--- src/sv/rgbhsv_pkg.sv ---
// ----------------------------------------------------------------------------
// rgbhsv_pkg
// Shared types, constants and divider step logic for the RGB to HSV converter.
// ----------------------------------------------------------------------------
`default_nettype none

package rgbhsv_pkg;

    // hue scale in 1/64 degree
    localparam int unsigned HUE_GREEN = 7680;
    localparam int unsigned HUE_BLUE  = 15360;
    localparam int unsigned HUE_FULL  = 23040;

    // field widths
    localparam int unsigned CHAN_W = 8;
    localparam int unsigned HUE_W  = 15;
    localparam int unsigned SAT_W  = 17;
    localparam int unsigned HQ_W   = 12;   // hue quotient, at most 3840

    // divider schedule: one quotient bit per step
    localparam int unsigned SAT_STEPS       = 17;
    localparam int unsigned HUE_STEPS       = 12;
    localparam int unsigned STEPS_PER_STAGE = 6;
    localparam int unsigned DIV_STAGES      = (SAT_STEPS + STEPS_PER_STAGE - 1) / STEPS_PER_STAGE;

    // which channel is largest
    localparam logic [1:0] SECT_RED   = 2'd0;
    localparam logic [1:0] SECT_GREEN = 2'd1;
    localparam logic [1:0] SECT_BLUE  = 2'd2;

    // partial state of both long divisions
    typedef struct packed {
        logic [CHAN_W-1:0] sat_rem;
        logic [SAT_W-1:0]  sat_bits;
        logic [SAT_W-1:0]  sat_quo;
        logic [CHAN_W-1:0] sat_den;
        logic [CHAN_W-1:0] hue_rem;
        logic [HQ_W-1:0]   hue_bits;
        logic [HQ_W-1:0]   hue_quo;
        logic [CHAN_W-1:0] hue_den;
    } div_word_t;

    // data that rides along with the division
    typedef struct packed {
        logic [1:0]        sector;
        logic              neg;
        logic              undef;
        logic [CHAN_W-1:0] value;
    } side_t;

    // one pipeline stage worth of restoring division steps
    function automatic div_word_t div_steps(div_word_t w_in, int unsigned base);
        div_word_t        w;
        logic [CHAN_W:0]  t;
        w = w_in;
        for (int unsigned j = 0; j < STEPS_PER_STAGE; j++) begin
            if (base + j < SAT_STEPS) begin
                t = {w.sat_rem, w.sat_bits[SAT_W-1]};
                w.sat_bits = {w.sat_bits[SAT_W-2:0], 1'b0};
                if (t >= {1'b0, w.sat_den}) begin
                    t = t - {1'b0, w.sat_den};
                    w.sat_quo = {w.sat_quo[SAT_W-2:0], 1'b1};
                end else begin
                    w.sat_quo = {w.sat_quo[SAT_W-2:0], 1'b0};
                end
                w.sat_rem = t[CHAN_W-1:0];
            end
            if (base + j < HUE_STEPS) begin
                t = {w.hue_rem, w.hue_bits[HQ_W-1]};
                w.hue_bits = {w.hue_bits[HQ_W-2:0], 1'b0};
                if (t >= {1'b0, w.hue_den}) begin
                    t = t - {1'b0, w.hue_den};
                    w.hue_quo = {w.hue_quo[HQ_W-2:0], 1'b1};
                end else begin
                    w.hue_quo = {w.hue_quo[HQ_W-2:0], 1'b0};
                end
                w.hue_rem = t[CHAN_W-1:0];
            end
        end
        return w;
    endfunction

endpackage

`default_nettype wire

--- src/sv/rgbhsv_divider.sv ---
// ----------------------------------------------------------------------------
// rgbhsv_divider
// Pipelined restoring divider for saturation and hue, a few bits per stage.
// ----------------------------------------------------------------------------
`default_nettype none

module rgbhsv_divider (
    input  wire                    clk,
    input  wire                    rst_n,
    input  wire                    in_valid,
    input  rgbhsv_pkg::div_word_t  in_div,
    input  rgbhsv_pkg::side_t      in_side,
    output logic                   out_valid,
    output rgbhsv_pkg::div_word_t  out_div,
    output rgbhsv_pkg::side_t      out_side
);
    import rgbhsv_pkg::*;

    logic      valid_reg [DIV_STAGES];
    div_word_t div_reg   [DIV_STAGES];
    side_t     side_reg  [DIV_STAGES];
    div_word_t div_next  [DIV_STAGES];

    genvar k;
    generate
        for (k = 0; k < DIV_STAGES; k++) begin : g_stage
            // steps of this stage
            if (k == 0) begin : g_first
                assign div_next[k] = div_steps(in_div, k * STEPS_PER_STAGE);

                always_ff @(posedge clk or negedge rst_n)
                begin
                    if (!rst_n)
                        valid_reg[k] <= 1'b0;
                    else
                        valid_reg[k] <= in_valid;
                end

                always_ff @(posedge clk)
                begin
                    div_reg[k]  <= div_next[k];
                    side_reg[k] <= in_side;
                end
            end else begin : g_rest
                assign div_next[k] = div_steps(div_reg[k-1], k * STEPS_PER_STAGE);

                always_ff @(posedge clk or negedge rst_n)
                begin
                    if (!rst_n)
                        valid_reg[k] <= 1'b0;
                    else
                        valid_reg[k] <= valid_reg[k-1];
                end

                always_ff @(posedge clk)
                begin
                    div_reg[k]  <= div_next[k];
                    side_reg[k] <= side_reg[k-1];
                end
            end
        end
    endgenerate

    assign out_valid = valid_reg[DIV_STAGES-1];
    assign out_div   = div_reg[DIV_STAGES-1];
    assign out_side  = side_reg[DIV_STAGES-1];

endmodule

`default_nettype wire

--- src/sv/rgb_to_hsv_converter_top.sv ---
// ----------------------------------------------------------------------------
// rgb_to_hsv_converter_top
// RGB pixel to fixed point HSV, one pixel per clock.
// ----------------------------------------------------------------------------
// Throughput: one word per clock; busy is always low.
// Each word passes two front stages, three divider stages of up to
// 6 quotient bits each (17-bit saturation quotient) and one output
// register before done pulses.
// Reset clears only the valid bits; the receiver cannot stall the pipeline.
// ----------------------------------------------------------------------------
`default_nettype none

module rgb_to_hsv_converter_top (
    input  wire         clk,
    input  wire         rst_n,
    input  wire         start,
    output logic        busy,
    input  wire  [7:0]  red,
    input  wire  [7:0]  green,
    input  wire  [7:0]  blue,
    output logic        done,
    output logic [14:0] hue,
    output logic        hue_undefined,
    output logic [16:0] saturation,
    output logic [7:0]  value
);
    import rgbhsv_pkg::*;

    // stage 1: largest channel, min, channel difference
    logic              s1_valid_reg;
    logic [CHAN_W-1:0] s1_max_reg, s1_max_next;
    logic [CHAN_W-1:0] s1_min_reg, s1_min_next;
    logic [CHAN_W-1:0] s1_abs_reg, s1_abs_next;
    logic              s1_neg_reg, s1_neg_next;
    logic [1:0]        s1_sect_reg, s1_sect_next;
    logic [CHAN_W:0]   diff_s;

    // stage 2: divider operands
    logic              s2_valid_reg;
    div_word_t         s2_div_reg, s2_div_next;
    side_t             s2_side_reg, s2_side_next;
    logic [CHAN_W-1:0] delta;
    logic [HQ_W-1:0]   x15;

    // divider outputs
    logic              dv_valid;
    div_word_t         dv_div;
    side_t             dv_side;

    // output stage
    logic              done_reg;
    logic [HUE_W-1:0]  hue_reg, hue_next;
    logic              undef_reg;
    logic [SAT_W-1:0]  sat_reg, sat_next;
    logic [CHAN_W-1:0] value_reg;
    logic [HUE_W:0]    off_w;
    logic [HUE_W:0]    sum_w;

    assign busy = 1'b0;

    // pick the largest channel, red then green wins ties
    always_comb
    begin
        if (red >= green && red >= blue) begin
            s1_sect_next = SECT_RED;
            s1_max_next  = red;
            diff_s       = {1'b0, green} - {1'b0, blue};
        end else if (green >= blue) begin
            s1_sect_next = SECT_GREEN;
            s1_max_next  = green;
            diff_s       = {1'b0, blue} - {1'b0, red};
        end else begin
            s1_sect_next = SECT_BLUE;
            s1_max_next  = blue;
            diff_s       = {1'b0, red} - {1'b0, green};
        end
        if (red <= green && red <= blue)
            s1_min_next = red;
        else if (green <= blue)
            s1_min_next = green;
        else
            s1_min_next = blue;
        s1_neg_next = diff_s[CHAN_W];
        s1_abs_next = diff_s[CHAN_W] ? CHAN_W'(-diff_s) : diff_s[CHAN_W-1:0];
    end

    always_ff @(posedge clk or negedge rst_n)
    begin
        if (!rst_n)
            s1_valid_reg <= 1'b0;
        else
            s1_valid_reg <= start && !busy;
    end

    always_ff @(posedge clk)
    begin
        s1_max_reg  <= s1_max_next;
        s1_min_reg  <= s1_min_next;
        s1_abs_reg  <= s1_abs_next;
        s1_neg_reg  <= s1_neg_next;
        s1_sect_reg <= s1_sect_next;
    end

    // delta and divider start values
    always_comb
    begin
        delta = s1_max_reg - s1_min_reg;
        x15   = {s1_abs_reg, 4'b0} - {4'b0, s1_abs_reg};

        s2_div_next.sat_rem  = {1'b0, delta[CHAN_W-1:1]};
        s2_div_next.sat_bits = {delta[0], {(SAT_W-1){1'b0}}};
        s2_div_next.sat_quo  = '0;
        s2_div_next.sat_den  = s1_max_reg;
        s2_div_next.hue_rem  = x15[HQ_W-1:4];
        s2_div_next.hue_bits = {x15[3:0], {(HQ_W-4){1'b0}}};
        s2_div_next.hue_quo  = '0;
        s2_div_next.hue_den  = delta;

        s2_side_next.sector  = s1_sect_reg;
        s2_side_next.neg     = s1_neg_reg;
        s2_side_next.undef   = (delta == '0);
        s2_side_next.value   = s1_max_reg;
    end

    always_ff @(posedge clk or negedge rst_n)
    begin
        if (!rst_n)
            s2_valid_reg <= 1'b0;
        else
            s2_valid_reg <= s1_valid_reg;
    end

    always_ff @(posedge clk)
    begin
        s2_div_reg  <= s2_div_next;
        s2_side_reg <= s2_side_next;
    end

    // saturation and hue quotients
    rgbhsv_divider u_divider (
        .clk       (clk),
        .rst_n     (rst_n),
        .in_valid  (s2_valid_reg),
        .in_div    (s2_div_reg),
        .in_side   (s2_side_reg),
        .out_valid (dv_valid),
        .out_div   (dv_div),
        .out_side  (dv_side)
    );

    // hue offset, sign and wrap
    always_comb
    begin
        case (dv_side.sector)
            SECT_RED:   off_w = '0;
            SECT_GREEN: off_w = (HUE_W+1)'(HUE_GREEN);
            SECT_BLUE:  off_w = (HUE_W+1)'(HUE_BLUE);
            default:    off_w = '0;
        endcase
        if (dv_side.neg)
            sum_w = off_w - {{(HUE_W+1-HQ_W){1'b0}}, dv_div.hue_quo};
        else
            sum_w = off_w + {{(HUE_W+1-HQ_W){1'b0}}, dv_div.hue_quo};
        if (sum_w[HUE_W])
            sum_w = sum_w + (HUE_W+1)'(HUE_FULL);
        if (dv_side.undef) begin
            hue_next = '0;
            sat_next = '0;
        end else begin
            hue_next = sum_w[HUE_W-1:0];
            sat_next = dv_div.sat_quo;
        end
    end

    always_ff @(posedge clk or negedge rst_n)
    begin
        if (!rst_n)
            done_reg <= 1'b0;
        else
            done_reg <= dv_valid;
    end

    always_ff @(posedge clk)
    begin
        hue_reg   <= hue_next;
        undef_reg <= dv_side.undef;
        sat_reg   <= sat_next;
        value_reg <= dv_side.value;
    end

    assign done          = done_reg;
    assign hue           = hue_reg;
    assign hue_undefined = undef_reg;
    assign saturation    = sat_reg;
    assign value         = value_reg;

    // every accepted word comes out after a fixed latency
    a_latency: assert property (@(posedge clk) disable iff (!rst_n)
        (start && !busy) |-> ##6 done)
        else $error("word lost in pipeline");

    // no result without an accepted word
    a_no_invent: assert property (@(posedge clk) disable iff (!rst_n)
        done |-> $past(start && !busy, 6))
        else $error("result without accepted word");

    // undefined hue carries zero hue and saturation
    a_undef: assert property (@(posedge clk) disable iff (!rst_n)
        (done && hue_undefined) |-> (hue == '0 && saturation == '0))
        else $error("undefined hue with nonzero fields");

    // hue stays within one turn, saturation within one
    a_range: assert property (@(posedge clk) disable iff (!rst_n)
        done |-> (hue < HUE_W'(HUE_FULL) && saturation <= 17'd65536))
        else $error("result out of range");

endmodule

`default_nettype wire

--- config.mk ---
export PLATFORM = sky130hd
export DESIGN_NAME = rgb_to_hsv_converter_top
export DESIGN_NICKNAME = d
export VERILOG_FILES = /design/src/sv/rgbhsv_pkg.sv /design/src/sv/rgbhsv_divider.sv /design/src/sv/rgb_to_hsv_converter_top.sv
export SDC_FILE = /design/constraint.sdc
export NUM_CORES = 1
export LEC_CHECK = 0
export BUFFER_PORTS_ARGS = -buffer_cell sky130_fd_sc_hd__buf_2
export CORE_MARGIN = 4
export CORE_UTILIZATION = 46
export CTS_CLUSTER_DIAMETER = 80
export DETAILED_ROUTE_END_ITERATION = 16
export GPL_TIMING_DRIVEN = 0
export PLACE_DENSITY_LB_ADDON = 0.1
export SYNTH_ARGS = -nofsm -noshare
export SYNTH_HDL_FRONTEND = slang
export SYNTH_SLANG_ARGS = --single-unit
--- constraint.sdc ---
create_clock -name clk -period 16.5 [get_ports clk]
set_clock_uncertainty 0.1 [all_clocks]
set_input_delay 0.825 -clock clk [delete_from_list [all_inputs] [get_ports clk]]
set_output_delay 0.825 -clock clk [all_outputs]
set_load 0.05 [all_outputs]
==> Word level (Yosys, flattened, before mapping) <==
Memories as Yosys holds them, arrays and structs flattened.
Cells that the tools add are included.
{ "totals": {"register_bits": 114, "mem_bits_rw": 291, "output_inout_bits": 43, "mem_count": 2} }
{ "mem_list": {"columns": ["memory", "words", "word_bits", "read_ports", "rd_clocked_by_memory_dff", "write_ports", "line", "text"], "rows": [
  ["u_divider.div_reg", 3, 85, 3, 0, 3, "rgbhsv_divider.sv:20", "div_word_t div_reg [DIV_STAGES];"],
  ["u_divider.side_reg", 3, 12, 3, 0, 3, "rgbhsv_divider.sv:21", "side_t side_reg [DIV_STAGES];"]
]} }
{ "classes": {"addsub": 38, "magnitude_cmp": 35, "n_eq_ne": 2, "muxes": 69, "reduce_logical": 3} }
{ "op_table": {"columns": ["cell", "n"], "rows": [
  ["8-bit 2-to-1 mux", 34],
  ["9-bit by 8-bit greater-or-equal comparator with 1-bit output", 28],
  ["8-bit subtractor", 30],
  ["8-bit greater-or-equal comparator", 4],
  ["1-bit 2-to-1 mux", 29],
  ["14-bit case mux with 2 select lines", 1],
  ["8-bit by 8-bit subtractor with 9-bit output", 3],
  ["8-bit less-or-equal comparator", 3],
  ["9-bit 2-to-1 mux", 2],
  ["16-bit by 12-bit adder with 16-bit output", 1],
  ["16-bit 2-to-1 mux", 1],
  ["16-bit by 12-bit subtractor with 16-bit output", 1],
  ["15-bit adder, second input constant", 1],
  ["15-bit 2-to-1 mux", 1],
  ["12-bit by 8-bit subtractor with 12-bit output", 1],
  ["8-bit zero test", 1],
  ["8-bit negator", 1],
  ["2-bit by 1-bit equality test with 1-bit output, second input constant", 1],
  ["2-bit equality test, second input constant", 1],
  ["1-bit logical AND", 2],
  ["2-bit 2-to-1 mux", 1]
]} }

==> Logic depth before layout (Yosys ltp) <==
An unclocked memory read counts as a cell.
{ "logic_depth": {"ltp_word": 13, "depth_mapped": 70, "ltp_nobuf": 65} }

==> Hierarchy <==
A second synthesis with hierarchy kept.
{ "hier_totals": {"hier_cells": 2659, "area_unflattened_um2": 23533.8} }
{ "modules_own_cells": {"columns": ["mod", "n_inst", "cells_each", "area_each_um2", "seq_area_each_um2"], "rows": [
  ["rgbhsv_divider", 1, 2061, 18052.3, 4459.3],
  ["rgb_to_hsv_converter_top", 1, 598, 5481.5, 2077.0]
]} }

==> Worst setup path after synthesis <==
OpenSTA, ideal clock, no wires.
{ "synth_timing": {"path_kind": "reg-to-reg", "start": "reg s2_div_reg[0] (netlist name)", "end": "mem u_divider.div_reg[0][79] (netlist name)", "setup_ns": 0.082, "arrival_time_ns": 12.477, "required_ns": 16.318, "setup_slack_ns": 3.840, "path_stages_with_launch": 64, "n_path_buf": 5, "cell_sequence": "dfxtp_1 inv_1 ha_1 inv_1 fa_1 nand3_1 nand2_1 o211ai_1 and2_0 clkbuf_1 clkbuf_1 nor2_1 a21oi_1 inv_1 ha_1 nand2b_1 a21oi_1 o31ai_1 [28 not listed] o21ai_0 o311ai_0 a211o_1 or2_2 buf_2 and2_1 ha_1 nor2b_1 o21ai_0 a21oi_1 o21ai_0 a21oi_1 a41o_1 a21o_1 or3_1 or2_0 buf_2 o221ai_1"} }
{ "synth_lines": {"columns": ["item", "line"], "rows": [
  ["end, declared", "rgbhsv_divider.sv:20"]
]} }

==> impl_summary.txt <==
----------------------------------------------------
[Synthesis]
  Post-synth EDFFs ... 0
  Proportion of netlist area held by the largest area contributor ... 0.235
  Synthesized instance count ... 2,376
  Largest area contributor in the synthesized netlist ... dfxtp_1
  Unique cell type count in the Yosys netlist ... 114
  Fraction of the yosys area taken by sequential cells ... 0.243
  Most common flop cell mapped by yosys ... dfxtp_1
  Synthesized cell area ... 0.0198 mm^2
  Ranking of synthesized cells by area ... dfxtp_1, ha_1, xnor2_1
  Net count after synthesis ... 2,681
  Share of async-settable or async-resettable flops after synthesis ... 0.0251
  Number of warnings printed during yosys synthesis ... 0
  Synthesized flop and latch total ... 239
  Post-Syn Area per Cell ... 8.34 um^2

[Detailed routing]
  Average routed wire per standard cell ... 16.4 um
  Remaining number of nets flagged by the antenna check after routing ... 0
  Total length of routed wires ... 49,700 um
  Via total after detailed routing ... 17,000
  Violation count after the first detailed-route iteration ... 1,002
  Average vias per placed instance ... 5.60
  Remaining routing DRC violations ... 0
  Number of optimization iterations in the first detailed-route pass ... 5

[Clocking]
  Number of buffers on the longest clock path ... 3
  # H-tree levels ... 1
  Insertion delay to the later sink of the worst-skew pair ... 0.56 ns
  Cell chosen for the clock root ... clkbuf_16
  Clock tree from TritonCTS ... yes
  Post-CTS Setup Repair Bufs ... 0
  Sinks on the clock net ... 239
  Number of buffers inserted during clock tree synthesis ... 29
  Clock slew seen by the registers of the worst setup and hold paths ... 0.06 ns

[Timing]
  Share of the clock period used by the worst path after layout ... 0.922
  Setup tns final ... 0 ns
  Count of pins over their slew limit ... 0
  Slew HR ... 0.324
  Setup repair after global routing missed its margin ... no
  Highest achievable clock rate ... 65.8 MHz
  Setup violators final ... 0
  Worst Tran Pin Value ... 1.01 ns
  Fin crit period ... 15.21 ns
  Hold Violations, Final ... 0

[Floorplanning]
  Count of boundary I/O pins ... 70
  Horizontal die dimension ... 216 um
  Core footprint ... 0.0422 mm^2
  Die span in y ... 216 um
  Number of standard-cell rows in the floorplan ... 75
  Total die area ... 0.0465 mm^2
  Initial cell density of the core ... 0.469

[Worst setup path]
  Buf+Inv Stages, Crit Path ... 9
  Worst endpoint data arrival time ... 15.49 ns
  Nature of the critical path startpoint ... register
  Largest incremental delay on the critical path ... 0.53 ns
  Cell with the largest stage delay on the worst path ... or4_4
  Endpoint kind of the worst setup timing path ... register
  Crit-path leading delay family ... compound AO/OA/AOI/OAI gates
  Reg-to-Reg End ... u_divider.div_reg[0][79]
  Data required, critical path ... 16.78 ns
  Maximum fanout count along the critical path ... 12
  Type of the worst setup path ... reg -> reg
  Worst r2r src ... s2_div_reg[0]
  Minimum setup slack among reg-to-reg paths ... 1.29 ns
  Cells on worst reg2reg path ... 65

[Worst hold path]
  Capture endpoint of the worst hold path ... u_divider.div_reg[0][144]
  Start point of the worst hold path ... u_divider.div_reg[0][53]
  Classification of the worst-slack hold path ... reg -> reg
  Number of instances on the worst hold path ... 0

[Cells and area]
  Area added between synthesis and finish ... 10.5%
  Ratio of cells with drive above 1 in the final layout ... 0.0993
  Area of the multi-input gates ... 0.0141 mm^2
  Leading cell type in the layout, fill and taps excluded ... ha_1
  Register Area ... 0.00481 mm^2
  Count of filler cells inserted in the layout ... 4,019
  Max FFs per register ... 97
  # diodes ... 0
  Final net count ... 2,781
  Leading cell types in the layout, fill and taps excluded ... ha_1, dfxtp_1, nor2_1, inv_1, o21ai_0

[Global routing]
  First-pass GRT wire length ... 81,900 um
  Number of global-route vias before repair ... 16,600
  All-layer global routing usage ... 0.206
  Antenna violations before repair ... 0
  Gr ovfl total ... 0
  Maximum number of pins on one net before global-route repair ... 15

[Place]
  Post-DP HPWL ... 39,700 um
  Number of input and output port buffers inserted ... 68
  Routability congestion estimate ... 0.900

[Job]
  Count of max-cap constraint violations ... 0

[Status]
  Run status ... completed

----------------------------------------------------
-- worst max-delay path by stage --
stage                     cells after the start                      from                         to  slack (ns)
after floorplan                              63             s2_div_reg[0]   u_divider.div_reg[0][79]        3.84
after global placement                       63             s2_div_reg[0]   u_divider.div_reg[0][79]        1.01
after detailed placement                     66             s2_div_reg[0]   u_divider.div_reg[0][79]        1.04
after CTS                                    65             s2_div_reg[0]   u_divider.div_reg[0][79]        0.96
after global routing                         65  u_divider.side_reg[0][0]  u_divider.div_reg[0][168]        0.08
final                                        65             s2_div_reg[0]   u_divider.div_reg[0][79]        1.29
-- what timing repair did --
item / 4_1_cts / 5_1_grt
gates resized for setup: 0 / 6
setup endpoints to repair: 0 / 11
hold buffers: 1 / 0
hold endpoints to repair: 6 / 0
-- synth_stat cells, types with 10 or more instances --
master and number:
a211oi_1 13, a21o_1 50, a21oi_1 150, and2_1 14
and3_1 19, clkbuf_1 22, dfxtp_1 233, fa_1 15
ha_1 263, inv_1 196, mux2_2 37, mux2i_1 66
nand2_1 105, nand2b_1 52, nand3_1 45, nand4_1 18
nor2_1 214, nor2b_1 71, nor3_1 77, nor4_1 11
o211ai_1 12, o21a_1 61, o21ai_0 154, o21ai_1 10
o221ai_1 15, o31a_1 13, o31ai_1 16, or2_2 18
or3_1 25, xnor2_1 104, xor2_1 59
-- cell families (layout without fill, tap and decap cells) --
group	count (synthesis)	after routing	synth area share
other	1	1	0.000189
adders and majority gates	278	278	0.181
muxes	106	106	0.0564
AOI/OAI and AO/OA	631	631	0.214
xor gates and xnor gates	163	163	0.0720
DFF	239	239	0.243
buffers and inverters	244	365	0.0485
and+or+nand+nor	714	714	0.185
-- layout make-up --
type	instances	area share
plain buffers	39	0.00874
clock buffers	34	0.0358
clock inverters	18	0.0114
inverters	205	0.0354
multi-input cells	1893	0.642
flip-flops and latches	239	0.220
well taps	539	0.0308
repair buffers	69	0.0160
-- routing by layer --
layer | up-vias | share of wire | track usage
met5 | - | 0 | 0
met2 | 360 | 0.44 | 0.334
met1 | 7871 | 0.50 | 0.294
li1 | 8720 | - | -
met3 | 62 | 0.044 | 0.0266
met4 | 0 | 0.018 | 0.0440
-- metrics by stage --
stage	util	instances	instance area [um^2]	setup WS, ns	hold slack [ns]
floorplan	-	2376	19800	3.84	0.210
global placement	0.493	2983	20800	1.01	0.211
detailed placement	0.493	2983	20800	1.04	0.212
CTS	0.518	3036	21900	0.962	0.225
global route	0.519	3036	21900	0.0797	0.232
finish	0.519	3036	21900	1.29	0.224
Power is left out: the tool's default activity adds up to more than one toggle a clock period on the data nets, which glitch-free logic cannot reach.
